===== src/hw/rtl/aswf_ram.sv =====
// ----------------------------------------------------------------------------
// Generic RAM
// Single write port, single read port, registered read data.
// ----------------------------------------------------------------------------
module aswf_ram #(
    parameter int WIDTH = 16,
    parameter int DEPTH = 16
) (
    input  logic                     aclk,
    input  logic                     we,
    input  logic [$clog2(DEPTH)-1:0] waddr,
    input  logic [WIDTH-1:0]         wdata,
    input  logic [$clog2(DEPTH)-1:0] raddr,
    output logic [WIDTH-1:0]         rdata
);
    logic [WIDTH-1:0] mem [DEPTH];

    always_ff @(posedge aclk) begin
        if (we) begin
            mem[waddr] <= wdata;
        end
        rdata <= mem[raddr];
    end
endmodule

===== config.mk =====
export PLATFORM = sky130hd
export DESIGN_NAME = aswf_ram
export DESIGN_NICKNAME = d
export VERILOG_FILES = /design/src/hw/rtl/aswf_ram.sv
export SDC_FILE = /design/constraint.sdc
export NUM_CORES = 1
export LEC_CHECK = 0
export BUFFER_PORTS_ARGS = -buffer_cell sky130_fd_sc_hd__buf_2
export CORE_ASPECT_RATIO = 0.9
export CORE_MARGIN = 4
export CORE_UTILIZATION = 60
export CTS_BUF_LIST = sky130_fd_sc_hd__clkbuf_4
export CTS_CLUSTER_DIAMETER = 30
export DETAILED_ROUTE_END_ITERATION = 16
export PLACE_DENSITY = 0.78
export SYNTH_ARGS = -nofsm -noshare
export SYNTH_HDL_FRONTEND = slang
export SYNTH_SLANG_ARGS = --single-unit

===== constraint.sdc =====
create_clock -name aclk -period 5.84 [get_ports aclk]
set_clock_uncertainty 0.15 [all_clocks]
set_input_delay 1.168 -clock aclk [delete_from_list [all_inputs] [get_ports aclk]]
set_output_delay 1.168 -clock aclk [all_outputs]
set_load 0.1 [all_outputs]

Yosys cells after proc, flatten, opt, wreduce, memory -nomap -nowiden
Memories as Yosys holds them, arrays and structs flattened. A register that Yosys moved wholly into a read port is not among the register bits.
Index checks and enable logic that the tools add are counted.
Widths: inputs -> output; s select.
{"block": "word_totals", "wordCells": 3, "in_bits": 26, "reg_bits": 0, "ram_bits": 256, "n_memories": 1}
{"memory": "mem", "words": 16, "word_bits": 16, "rd": 1, "rd_ports_with_merged_regs": 1, "write_ports": 1, "line_no": "16", "text": "logic [WIDTH-1:0] mem [DEPTH];"}
{"block": "op_classes", "mux": 2}
{"cell": "$mux 1", "n": 2}

Depth between registers and ports, before layout
{"block": "logic_depth", "depth_word": 2, "depth_mapped": 5, "mapped_depth_nobuf": 3}

Worst setup path after synthesis
No wires, ideal clock.
{"block": "synth_timing", "path_type": "input to register", "start": "input waddr[2]", "end": "memory mem[0][0] (enable)", "setup_slack_ps": 2467, "path_buffers": 0, "path_stages": 2, "t_arrival_ps": 2814, "required_time_ps": 5281, "cell_sequence": "or3b_2 nor3_1"}
{"item": "start, declared", "line_no": "11", "text": "input logic [$clog2(DEPTH)-1:0] waddr,"}
{"item": "end, declared", "line_no": "16"}
No word-level cell before the write port.

==> summary.md <==
| Metric | Value |
|---|---|
| Status | `complete, no violations` |
| CP Capture Type | `flip-flop` |
| Largest net degree at the start of global routing | `49` |
| CTS tree | `done` |
| H-tree depth | `3` |
| Starting Density | `0.616` |
| CP Capture Point | `rdata[10]` |
| Clock Latency Late Sink | `660 ps` |
| Worst-Margin Slew | `1280 ps` |
| Leakage Power | `3.86 nW` |
| Critical path launch point | `raddr[0]` |
| Nets@finish | `565` |
| Post-CTS setup repair buffer count | `0` |
| First-pass GRT wire length | `31.3 mm` |
| Final setup fails | `0` |
| Core Area | `0.0163 mm^2` |
| IO Pins | `42` |
| Reg2reg start | `mem[0][4]` |
| Initial antenna violation count | `1` |
| Die H | `131 um` |
| First-pass detailed-route iteration total | `5` |
| Routed vias/inst | `6.36` |
| DRC | `0` |
| Number of port buffers | `41` |
| F_max | `339 MHz` |
| Fin. max-slew vios | `0` |
| CTS sink count | `272` |
| Final ANT Viol Nets | `0` |
| Distinct cells, synth | `19` |
| Area Overhead vs Synth | `14.0%` |
| #FFs+latches synth | `272` |
| HP Class | `flip-flop to flip-flop` |
| Max FO, Critical Path | `48` |
| Tmin final | `2950 ps` |
| CTS resizes | `0` |
| Fin. Hold Viols | `0` |
| Routed WL | `20.8 mm` |
| Hold WS | `497 ps` |
| Final worst slack | `2890 ps` |
| Worst Path Arrival | `3310 ps` |
| R2R cell count | `3` |
| Total track usage | `0.235` |
| Gpl congestion | `0.751` |
| Row Count | `44` |
| Avg Cell Area, Syn | `23.2 um^2` |
| Setup WS pre-CTS | `2250 ps` |
| Detailed placement HPWL | `10.5 mm` |
| Sequential cell area fraction in the yosys report | `0.797` |
| Layout cell share with drive strength beyond 1 | `0.410` |
| Worst rel slew slack | `0.149` |
| Congestion Overflow GR | `0` |
| WL/cell | `26.1 um` |
| CP Launch Type | `primary input` |
| Final TNS setup | `0 ps` |
| Max Cap Viol | `0` |
| Required time of the critical path | `6200 ps` |
| Via count | `5072` |
| Register-to-register setup slack | `4350 ps` |
| Total CTS buffers | `68` |
| Synthesized netlist cell count | `432` |
| Synth warnings | `0` |
| Reg clk slew, reported paths | `60 ps` |
| Crit share post-route | `0.505` |
| Syn nets | `458` |
| Hold_buf cts | `0` |
| Initial drt markers | `412` |
| Worst VDD drop | `191 uV` |
| Root Buffer | `clkbuf_4` |
| Die W | `144 um` |
| Worst setup path category | `primary input to flip-flop` |
| Synth Cell Area | `0.0100 mm^2` |
| Max clock buf depth | `3` |
| RSZ-0062 raised after global routing | `false` |
| Die footprint | `0.0189 mm^2` |
| Vias in the first global route | `5212` |
| Reg-to-Reg End | `rdata[4]` |
| Cell area power density | `356 mW/mm^2` |
-- report_power, final --
part / total [W] / internal, W / switching (W) / leakage (nW)
sequential: 0.00219 / 0.00218 / 0.0000132 / 2.45
clock: 0.00160 / 0.000881 / 0.000717 / 0.541
combinational: 0.000280 / 0.0000786 / 0.000202 / 0.877
total: 0.00407 / 0.00314 / 0.000932 / 3.86
-- flip-flops by register name, summed over array words and instances (netlist names) --
name / cells
mem: 256
rdata: 16
-- layout by cell type (no fill, tap or decap), drive strengths merged --
cell	synthesis	routed
nand3b	2	2
mux4	64	64
nand3	1	1
or3b	1	1
nor2	13	13
nand2b	2	2
dfxtp	16	16
buf	13	58
edfxtp	256	256
nor2b	2	2
nor3	4	4
a22oi	32	32
diode	0	1
clkinv	0	8
bufinv	0	1
clkbuf	8	108
nand2	17	17
inv	0	4
and2	1	1
-- worst max-delay path, stage by stage --
cell     delay (ps)
buf_4           690
buf_4           450
mux4_1          600
a22oi_1         240
nand2_1          90
-- metal layers --
layer | routed length (um) | vias up | share of wire | GRT usage
met5 | 0 | - | 0 | 0
met4 | 728 | 0 | 0.035 | 0.104
met3 | 1840 | 64 | 0.088 | 0.0630
met2 | 9960 | 288 | 0.48 | 0.350
met1 | 8310 | 2617 | 0.40 | 0.337
li1 | - | 2103 | - | -
-- cells in the mapped netlist --
cell type	count	area (um^2)
edfxtp_1	256	7690
mux4_2	54	1220
a22oi_1	32	240
nand2_1	17	63.8
dfxtp_1	16	320
nor2_1	13	48.8
mux4_1	10	263
clkbuf_1	8	30.0
buf_6	4	45.0
nor3_1	4	20.0
buf_1	3	11.3
buf_2	3	15.0
buf_4	3	22.5
nand2b_1	2	12.5
nand3b_1	2	15.0
nor2b_1	2	12.5
and2_1	1	6.26
nand3_1	1	5.00
or3b_2	1	8.76
-- area by class of cell --
type / instances / area [um^2]
timing repair buffer: 58 / 335
multi-input combinational: 139 / 1960
sequential: 272 / 8010
tap: 207 / 259
clock buffer: 108 / 811
clock inverter: 13 / 75.1
antenna: 1 / 2.50
fill: 987 / 4840
-- metrics by stage --
stage	cell area (um^2)	power [W]	util	cells
after detailed placement	10600	0.00252	0.648	676
after global routing	11500	0.00423	0.703	798
after global placement	10600	0.00251	0.648	676
after floorplan	10000	0.00243	-	432
after CTS	11400	0.00411	0.703	797
final	11500	0.00407	0.703	798
-- logic make-up after synthesis --
logic type,after synthesis,share of synthesized area
buf+inv,21,0.0123
flops,272,0.797
mux,64,0.147
simple gates,43,0.0192
compound gates,32,0.0239
-- worst min-delay path by stage --
stage | cells past startpoint | endpoint | from
after floorplan | 3 | rdata[0] | mem[14][0]
after global placement | 3 | rdata[13] | mem[6][13]
after detailed placement | 3 | rdata[14] | mem[12][14]
after CTS | 3 | rdata[11] | mem[12][11]
after global routing | 3 | rdata[4] | mem[12][4]
final | 3 | rdata[11] | mem[12][11]
Note: power is estimated with default switching activity, not from simulation.
